`config.mk`:
```
export PLATFORM = sky130hd
export DESIGN_NAME = owen_scramble_base3_digits_unit
export DESIGN_NICKNAME = d
export VERILOG_FILES = /design/src/design/osb3_pkg.sv /design/src/design/osb3_cell.sv /design/src/design/osb3_hash.sv /design/src/design/owen_scramble_base3_digits_unit.sv
export SDC_FILE = /design/constraint.sdc
export NUM_CORES = 2
export LEC_CHECK = 0
export BUFFER_PORTS_ARGS = -buffer_cell sky130_fd_sc_hd__buf_2
export CORE_MARGIN = 4
export CORE_UTILIZATION = 49
export CTS_BUF_LIST = sky130_fd_sc_hd__clkbuf_8
export DETAILED_ROUTE_END_ITERATION = 10
export GPL_ROUTABILITY_DRIVEN = 0
export PLACE_DENSITY = 0.7
export SLEW_MARGIN = 20
export SYNTH_ARGS = -nofsm -noshare
export SYNTH_HDL_FRONTEND = slang
export SYNTH_SLANG_ARGS = --single-unit
```
`constraint.sdc`:
```
create_clock -name i_clk -period 11.7 [get_ports i_clk]
set_input_delay 2.34 -clock i_clk [delete_from_list [all_inputs] [get_ports i_clk]]
set_output_delay 2.34 -clock i_clk [all_outputs]
set_load 0.02 [all_outputs]
```
`src/design/osb3_pkg.sv`:
```
package osb3_pkg;

    // Multipliers of the 32-bit integer mix function.
    localparam logic [31:0] MIX_MUL1 = 32'h21f0aaad;
    localparam logic [31:0] MIX_MUL2 = 32'hd35a2d97;

    // The hash is divided by this to draw one of six permutations.
    localparam logic [31:0] PERM_DIVISOR  = 32'd715827882;
    localparam logic [2:0]  PERM_COUNT    = 3'd6;
    localparam logic [2:0]  FALLBACK_PERM = 3'd5;

    // Configuration register map (byte addresses).
    localparam logic [1:0]  ADDR_NUM_DIGITS  = 2'd0;
    localparam logic [3:0]  NUM_DIGITS_RESET = 4'd5;

    // Sequencer states: three multiply stages, then the draw is evaluated.
    typedef enum logic [2:0] {
        ST_IDLE,
        ST_MUL0,
        ST_MUL1,
        ST_MUL2,
        ST_EVAL,
        ST_DONE
    } t_state;

    // Control handed to every digit cell.
    typedef struct packed {
        logic load;
        logic shift;
    } t_cell_ctrl;

    // Image of digit d under permutation p of {0,1,2}.
    function automatic logic [1:0] perm_digit(input logic [2:0] p, input logic [1:0] d);
        logic [5:0] img;
        begin
            // Images of 2, 1, 0 packed from the top down.
            case (p)
                3'd0: img = {2'd2, 2'd1, 2'd0};
                3'd1: img = {2'd1, 2'd2, 2'd0};
                3'd2: img = {2'd2, 2'd0, 2'd1};
                3'd3: img = {2'd0, 2'd2, 2'd1};
                3'd4: img = {2'd1, 2'd0, 2'd2};
                default: img = {2'd0, 2'd1, 2'd2};
            endcase
            case (d)
                2'd0: perm_digit = img[1:0];
                2'd1: perm_digit = img[3:2];
                default: perm_digit = img[5:4];
            endcase
        end
    endfunction

endpackage

```
`src/design/osb3_cell.sv`:
```
module osb3_cell (
    input  logic                  i_clk,
    input  osb3_pkg::t_cell_ctrl  i_ctrl,
    input  logic [1:0]            i_load_digit,
    input  logic [1:0]            i_shift_digit,
    output logic [1:0]            o_digit
);

    logic [1:0] r_digit;

    // The cell takes its own input digit on load and its neighbor's digit on a shift.
    always_ff @(posedge i_clk) begin
        if (i_ctrl.load) begin
            r_digit <= i_load_digit;
        end else if (i_ctrl.shift) begin
            r_digit <= i_shift_digit;
        end
    end

    assign o_digit = r_digit;

endmodule

```
`src/design/osb3_hash.sv`:
```
module osb3_hash (
    input  logic        i_clk,
    input  logic [31:0] i_ctr,
    input  logic [31:0] i_key,
    output logic [2:0]  o_perm
);

    logic [31:0] r_m0;
    logic [31:0] r_m1;
    logic [31:0] r_m2;
    logic [31:0] w_x1;
    logic [31:0] w_x2;
    logic [31:0] w_hash;
    logic [2:0]  w_quot;

    // One multiplier per stage; the draw passes the registers r_m0, r_m1 and r_m2 before the sequencer reads it.
    assign w_x1 = r_m0 ^ (r_m0 >> 16);
    assign w_x2 = r_m1 ^ (r_m1 >> 15);

    always_ff @(posedge i_clk) begin
        r_m0 <= i_ctr * i_key;
        r_m1 <= w_x1 * osb3_pkg::MIX_MUL1;
        r_m2 <= w_x2 * osb3_pkg::MIX_MUL2;
    end

    assign w_hash = r_m2 ^ (r_m2 >> 15);

    // Quotient by the divisor: count the multiples of it that the hash reaches.
    always_comb begin
        w_quot = 3'd0;
        for (int k = 1; k <= 6; k++) begin
            if ({2'b00, w_hash} >= 34'(k) * {2'b00, osb3_pkg::PERM_DIVISOR}) begin
                w_quot = w_quot + 3'd1;
            end
        end
    end

    assign o_perm = w_quot;

endmodule

```
`src/design/owen_scramble_base3_digits_unit.sv`:
```
// Flow: IDLE takes the transaction, then each used digit runs draw attempts through the states
// MUL0, MUL1, MUL2 and EVAL (1 to 1+RETRY_LIMIT attempts per digit), and DONE posts the result,
// waiting while the output is held. One item is in work at a time.
// The draw loop runs through the three registered multiply stages of the hash.
// Reset clears the sequencer and the output valid and sets num_digits to 5.
module owen_scramble_base3_digits_unit #(
    parameter int MAX_DIGITS  = 10,
    parameter int RETRY_LIMIT = 4
) (
    input  logic        i_clk,
    input  logic        i_rst_n,
    // Configuration port.
    input  logic        psel,
    input  logic        penable,
    input  logic        pwrite,
    input  logic [1:0]  paddr,
    input  logic [31:0] pwdata,
    output logic [31:0] prdata,
    output logic        pready,
    // Input stream.
    input  logic        s_tvalid,
    output logic        s_tready,
    input  logic [55:0] s_tdata,   // digits_in[19:0], seed[50:20], zero pad
    // Output stream.
    output logic        m_tvalid,
    input  logic        m_tready,
    output logic [39:0] m_tdata,   // digits_out[19:0], scrambled_value[35:20], zero pad
    output logic [1:0]  m_tuser    // bad_digit[0], retry_overflow[1]
);

    localparam int CW  = 2 * MAX_DIGITS;
    localparam int XW  = CW + 20;
    localparam int SHW = $clog2(XW);
    localparam int LW  = $clog2(MAX_DIGITS + 1);
    localparam int TW  = $clog2(RETRY_LIMIT + 1);

    osb3_pkg::t_state     r_state;
    osb3_pkg::t_state     n_state;
    osb3_pkg::t_cell_ctrl w_cell_ctrl;

    logic [3:0]    r_num_digits;
    logic [LW-1:0] r_level_cnt;
    logic [TW-1:0] r_try_cnt;
    logic [31:0]   r_ctr;
    logic [31:0]   r_node;
    logic [31:0]   r_key;
    logic [15:0]   r_value;
    logic          r_bad;
    logic          r_over;

    logic          r_out_valid;
    logic [19:0]   r_out_digits;
    logic [15:0]   r_out_value;
    logic          r_out_bad;
    logic          r_out_over;

    logic          w_accept;
    logic          w_out_load;
    logic          w_draw_ok;
    logic          w_last_try;
    logic          w_level_done;
    logic          w_last_level;
    logic [LW-1:0] w_nd;
    logic [XW-1:0] w_load_vec;
    logic [XW-1:0] w_out_vec;
    logic [CW-1:0] w_chain;
    logic [1:0]    w_cell [MAX_DIGITS];
    logic [1:0]    w_head;
    logic [1:0]    w_digit;
    logic [2:0]    w_draw;
    logic [2:0]    w_perm;
    logic [1:0]    w_new_digit;
    logic [31:0]   w_node_next;

    // Configuration register; writes land on the access cycle.
    assign pready = 1'b1;
    assign prdata = (paddr == osb3_pkg::ADDR_NUM_DIGITS) ? {28'd0, r_num_digits} : 32'd0;

    always_ff @(posedge i_clk) begin
        if (!i_rst_n) begin
            r_num_digits <= osb3_pkg::NUM_DIGITS_RESET;
        end else if (psel && penable && pwrite && paddr == osb3_pkg::ADDR_NUM_DIGITS) begin
            r_num_digits <= pwdata[3:0];
        end
    end

    // Digit count clamped to the length of the cell chain.
    assign w_nd = (32'(r_num_digits) > MAX_DIGITS) ? LW'(MAX_DIGITS) : LW'(r_num_digits);

    // The most significant used digit is aligned to the head of the chain.
    assign w_load_vec = {{CW{1'b0}}, s_tdata[19:0]} << SHW'(2 * (MAX_DIGITS - 32'(w_nd)));

    // Chain of digit cells: the head feeds the walk, scrambled digits enter at the tail.
    for (genvar k = 0; k < MAX_DIGITS; k++) begin : g_cell
        logic [1:0] w_shift_in;
        if (k == 0) begin : g_tail
            assign w_shift_in = w_new_digit;
        end else begin : g_link
            assign w_shift_in = w_cell[k-1];
        end
        osb3_cell u_cell (
            .i_clk         (i_clk),
            .i_ctrl        (w_cell_ctrl),
            .i_load_digit  (w_load_vec[2*k +: 2]),
            .i_shift_digit (w_shift_in),
            .o_digit       (w_cell[k])
        );
        assign w_chain[2*k +: 2] = w_cell[k];
    end

    assign w_head  = w_cell[MAX_DIGITS-1];
    assign w_digit = (w_head == 2'd3) ? 2'd2 : w_head;

    // Counter-based hash that draws the permutation for the current tree node.
    osb3_hash u_hash (
        .i_clk  (i_clk),
        .i_ctr  (r_ctr),
        .i_key  (r_key),
        .o_perm (w_draw)
    );

    assign w_draw_ok    = (w_draw < osb3_pkg::PERM_COUNT);
    assign w_last_try   = (r_try_cnt == TW'(RETRY_LIMIT));
    assign w_last_level = (r_level_cnt == LW'(1));
    assign w_perm       = w_draw_ok ? w_draw : osb3_pkg::FALLBACK_PERM;
    assign w_new_digit  = osb3_pkg::perm_digit(w_perm, w_digit);
    assign w_node_next  = r_node + {r_node[30:0], 1'b0} + 32'(w_digit) + 32'd1;

    // Sequencer outputs.
    always_comb begin
        s_tready         = 1'b0;
        w_cell_ctrl      = '0;
        w_level_done     = 1'b0;
        w_out_load       = 1'b0;
        case (r_state)
            osb3_pkg::ST_IDLE: begin
                s_tready         = 1'b1;
                w_cell_ctrl.load = s_tvalid;
            end
            osb3_pkg::ST_EVAL: begin
                w_level_done      = w_draw_ok || w_last_try;
                w_cell_ctrl.shift = w_level_done;
            end
            osb3_pkg::ST_DONE: begin
                w_out_load = !r_out_valid || m_tready;
            end
            default: begin
            end
        endcase
    end

    assign w_accept = s_tvalid && s_tready;

    // Sequencer next state.
    always_comb begin
        n_state = r_state;
        case (r_state)
            osb3_pkg::ST_IDLE: begin
                if (s_tvalid) begin
                    n_state = (w_nd == '0) ? osb3_pkg::ST_DONE : osb3_pkg::ST_MUL0;
                end
            end
            osb3_pkg::ST_MUL0: n_state = osb3_pkg::ST_MUL1;
            osb3_pkg::ST_MUL1: n_state = osb3_pkg::ST_MUL2;
            osb3_pkg::ST_MUL2: n_state = osb3_pkg::ST_EVAL;
            osb3_pkg::ST_EVAL: begin
                if (w_level_done && w_last_level) begin
                    n_state = osb3_pkg::ST_DONE;
                end else begin
                    n_state = osb3_pkg::ST_MUL0;
                end
            end
            osb3_pkg::ST_DONE: begin
                if (w_out_load) begin
                    n_state = osb3_pkg::ST_IDLE;
                end
            end
            default: n_state = osb3_pkg::ST_IDLE;
        endcase
    end

    always_ff @(posedge i_clk) begin
        if (!i_rst_n) begin
            r_state <= osb3_pkg::ST_IDLE;
        end else begin
            r_state <= n_state;
        end
    end

    // Walk state: tree node, hash counter, attempt and level counts, running value.
    always_ff @(posedge i_clk) begin
        if (w_accept) begin
            r_key       <= {s_tdata[50:20], 1'b1};
            r_node      <= 32'd0;
            r_ctr       <= 32'd1;
            r_value     <= 16'd0;
            r_bad       <= 1'b0;
            r_over      <= 1'b0;
            r_level_cnt <= w_nd;
            r_try_cnt   <= '0;
        end else if (r_state == osb3_pkg::ST_EVAL) begin
            if (w_level_done) begin
                r_node      <= w_node_next;
                r_ctr       <= w_node_next + 32'd1;
                r_value     <= r_value + {r_value[14:0], 1'b0} + 16'(w_new_digit);
                r_bad       <= r_bad || (w_head == 2'd3);
                r_over      <= r_over || !w_draw_ok;
                r_level_cnt <= r_level_cnt - LW'(1);
                r_try_cnt   <= '0;
            end else begin
                r_ctr     <= r_ctr + 32'd1;
                r_try_cnt <= r_try_cnt + TW'(1);
            end
        end
    end

    // Output register; the chain already holds zeros above the used digits.
    assign w_out_vec = {20'd0, w_chain};

    always_ff @(posedge i_clk) begin
        if (!i_rst_n) begin
            r_out_valid <= 1'b0;
        end else if (w_out_load) begin
            r_out_valid <= 1'b1;
        end else if (m_tready) begin
            r_out_valid <= 1'b0;
        end
    end

    always_ff @(posedge i_clk) begin
        if (w_out_load) begin
            r_out_digits <= w_out_vec[19:0];
            r_out_value  <= r_value;
            r_out_bad    <= r_bad;
            r_out_over   <= r_over;
        end
    end

    assign m_tvalid = r_out_valid;
    assign m_tdata  = {4'd0, r_out_value, r_out_digits};
    assign m_tuser  = {r_out_over, r_out_bad};

endmodule
```
==> key figures <==
GRT
  • Initial antenna violation count: 1
  • Largest net degree at the start of global routing: 88
  • Vias in the first global route: 36.58k
  • First-pass GRT wire length: about 190000 microns
  • All-Layer GR Usage: 0.2280
  • Aggregate global routing overflow: 0

Route
  • First drt pass iteration count: 5
  • Remaining DRCs: 0
  • Vias: 34.28k
  • Detail Route Antenna Nets: 0
  • Routed WL per cell: 17.41 microns
  • Routed WL: 113000 microns
  • Routed vias/inst: roughly 5.3
  • DR iter-0 viols: approximately 1.9k

Setup path
  • Most frequent CP cell: o21ai_0
  • Crit Path Class: register to register
  • Delay-heaviest family, CP: compound AO/OA/AOI/OAI gates
  • WP buf/inv: 3
  • Max incr delay on CP: 0.61 ns
  • Critical Path Fanout Max: 14
  • CP Launch Type: register
  • CP max stage cell: dfxtp_1
  • WP data required: roughly 12 ns
  • CP arrival: 10.15 ns
  • Critical Path End Type: register

STA
  • Fin. Hold Viols: 0
  • Setup violators final: 0
  • Max-slew violation total from the final report: 0
  • Minimum clock period: 9.626 ns
  • Fin crit share: 0.8227
  • Maximum achievable frequency: 103.9 MHz
  • Setup_tns: 0 ns
  • Worst slew pin tran: 1.067 ns
  • Unrepaired setup endpoints after global routing: false
  • Clk_skew: 0.07980 ns
  • Slew margin rel.: 0.2874

Die
  • Initial core utilization: 0.4955
  • Core footprint: 0.09699 sq mm
  • Boundary Pins: ~170
  • Die ar.: 0.1032 sq mm
  • FP Rows: 114
  • Die Ht: ~320 microns
  • Die X-Extent: 321.2 microns

Synth
  • Post-synth EDFFs: 93
  • Post-synth top area share: 0.3332
  • Seq cells post-synth: 282
  • Post-synthesis adder-cell area fraction: 0.4925
  • Share of flip-flops with an asynchronous set or reset: 0
  • Synth Warn #: 0
  • Post-synthesis sequential area ratio: 0.1368
  • Largest family of logic cells by synthesized area: adder cells
  • Main synth FF type: dfxtp_1
  • Syn Std Cell Area: 0.04806 sq mm
  • Post-synthesis mux area share: 0.01739
  • Synth area leader: fa_1
  • Synth cell count leaders: inv_1 (1181), fa_1 (800), ha_1 (612), nand2_1 (541), xnor2_1 (196)
  • Synth cell types: 100
  • Avg Inst Size Synth: 9.386 sq um
  • Cell with the most instances after synthesis: inv_1
  • Synthesized netlist cell count: 5121
  • Xor and xnor area share after synthesis: 0.05672
  • Top cells by area, synth: fa_1 (33%), ha_1 (16%), inv_1 (9.2%)
  • Simple-gate share of the synthesized area: 0.1088
  • Compound-Gate Fraction of Synth Area: 0.07609

Flow run
  • Max-cap violations: 0

Worst hold path
  • Worst Hold Class: register to register

Clock tree
  • Worst-skew pair later-pin latency: approximately 0.7 ns
  • CTS Sinks: about 280
  • Post-CTS resize count: 0
  • CTS buffer count: 53
  • TritonCTS clock tree: done
  • Hold Buf Count CTS: 0
  • Reg clk slew, reported paths: around 0.06 ns
  • Clock H-tree levels: 2
  • Maximum clock insertion buffer count: 3
  • Post-CTS setup buffers: 0
  • Root Buffer: clkbuf_8

Final layout
  • Nets: 6680
  • Share of cells above drive strength 1: 0.05849
  • P&R area growth vs syn: 6.172%
  • Fin area: 0.05103 sq mm

Placement
  • IO buf count: 107
  • Post-DP Area: 0.04986 sq mm
  • DP HPWL: ~92000 microns

Outcome
  • Status: completed
==> cell type report <==
type | instances | area (sq um)
multi-input cells | 3485 | 36270
inverters | 1182 | 4438
clock inverters | 39 | 319.1
clock buffers | 60 | 825.8
well taps | 1276 | 1597
fillers | 8836 | 45960
flip-flops and latches | 282 | 6576
diodes | 2 | 5.005
repair buffers | 167 | 998.5
==> cells in the final DEF, fill, tap and decap left out, types with 107 or more instances in the layout <==
| master | instances |
|---|---|
| o21ai_0 | 117 |
| nor2_1 | 107 |
| xnor2_1 | 196 |
| ha_1 | 612 |
| inv_1 | 1189 |
| dfxtp_1 | 189 |
| buf_2 | 107 |
| a21oi_1 | 161 |
| and2_1 | 182 |
| nand2_1 | 541 |
| fa_1 | 800 |
==> cells by family after synthesis <==
kind of cell    after synthesis
buf+inv                    1385
flops                       282
simple gates               1102
mux                          75
other cells                   2
xor+xnor                    304
compound gates              559
fa+ha+maj                  1412
==> state kept, by name, indices dropped and copies added, names as in the netlist, 3 cells and up <==
name                   flops
g_cell.u_cell.o_digit     20
r_ctr                     32
r_key                     31
r_level_cnt                4
r_node                    32
r_num_digits               4
r_out_digits              20
r_out_value               16
r_state                    3
r_try_cnt                  3
r_value                   16
u_hash.r_m0               32
u_hash.r_m1               32
u_hash.r_m2               32
==> metal layers <==
| metal | part of all wire | wire length [microns] | GRT usage | vias to the layer above |
|---|---|---|---|---|
| li1 | - | - | - | 16020 |
| met1 | 0.43 | 48140 | 0.3011 | 17130 |
| met2 | 0.49 | 55590 | 0.3942 | 913 |
| met3 | 0.052 | 5836 | 0.02964 | 218 |
| met4 | 0.030 | 3447 | 0.06716 | 0 |
| met5 | 0 | 0 | 0 | - |
==> path summary, 6_finish.rpt <==
check | startpoint | end | slack, ns | depth (start not counted)
worst max-delay path | u_hash.r_m2[31]$_DFF_P_ | r_value[15]$_SDFFE_PP0P_ | 2.07 | 46
worst min-delay path | g_cell[4].u_cell.o_digit[0]$_DFFE_PP_ | r_out_digits[8]$_DFFE_PP_ | 0.44 | 0
worst max register to register | u_hash.r_m2[31]$_DFF_P_ | r_value[15]$_SDFFE_PP0P_ | 2.07 | 46
worst min register to register | g_cell[4].u_cell.o_digit[0]$_DFFE_PP_ | r_out_digits[8]$_DFFE_PP_ | 0.44 | 0
==> stage by stage <==
step	setup WS (ns)	instances	hold WS [ns]	utilization
6_report	2.074	6493	0.4415	0.5261
4_1_cts	2.089	6490	0.4427	0.5259
3_3_place_gp	2.268	6391	0.4147	0.5141
3_5_place_dp	2.153	6391	0.4274	0.5141
5_1_grt	0.9141	6493	0.4388	0.5261
2_1_floorplan	3.575	5152	0.3290	-
Power is left out: the tool's default activity adds up to more than one toggle a clock period on the data nets, which glitch-free logic cannot reach.
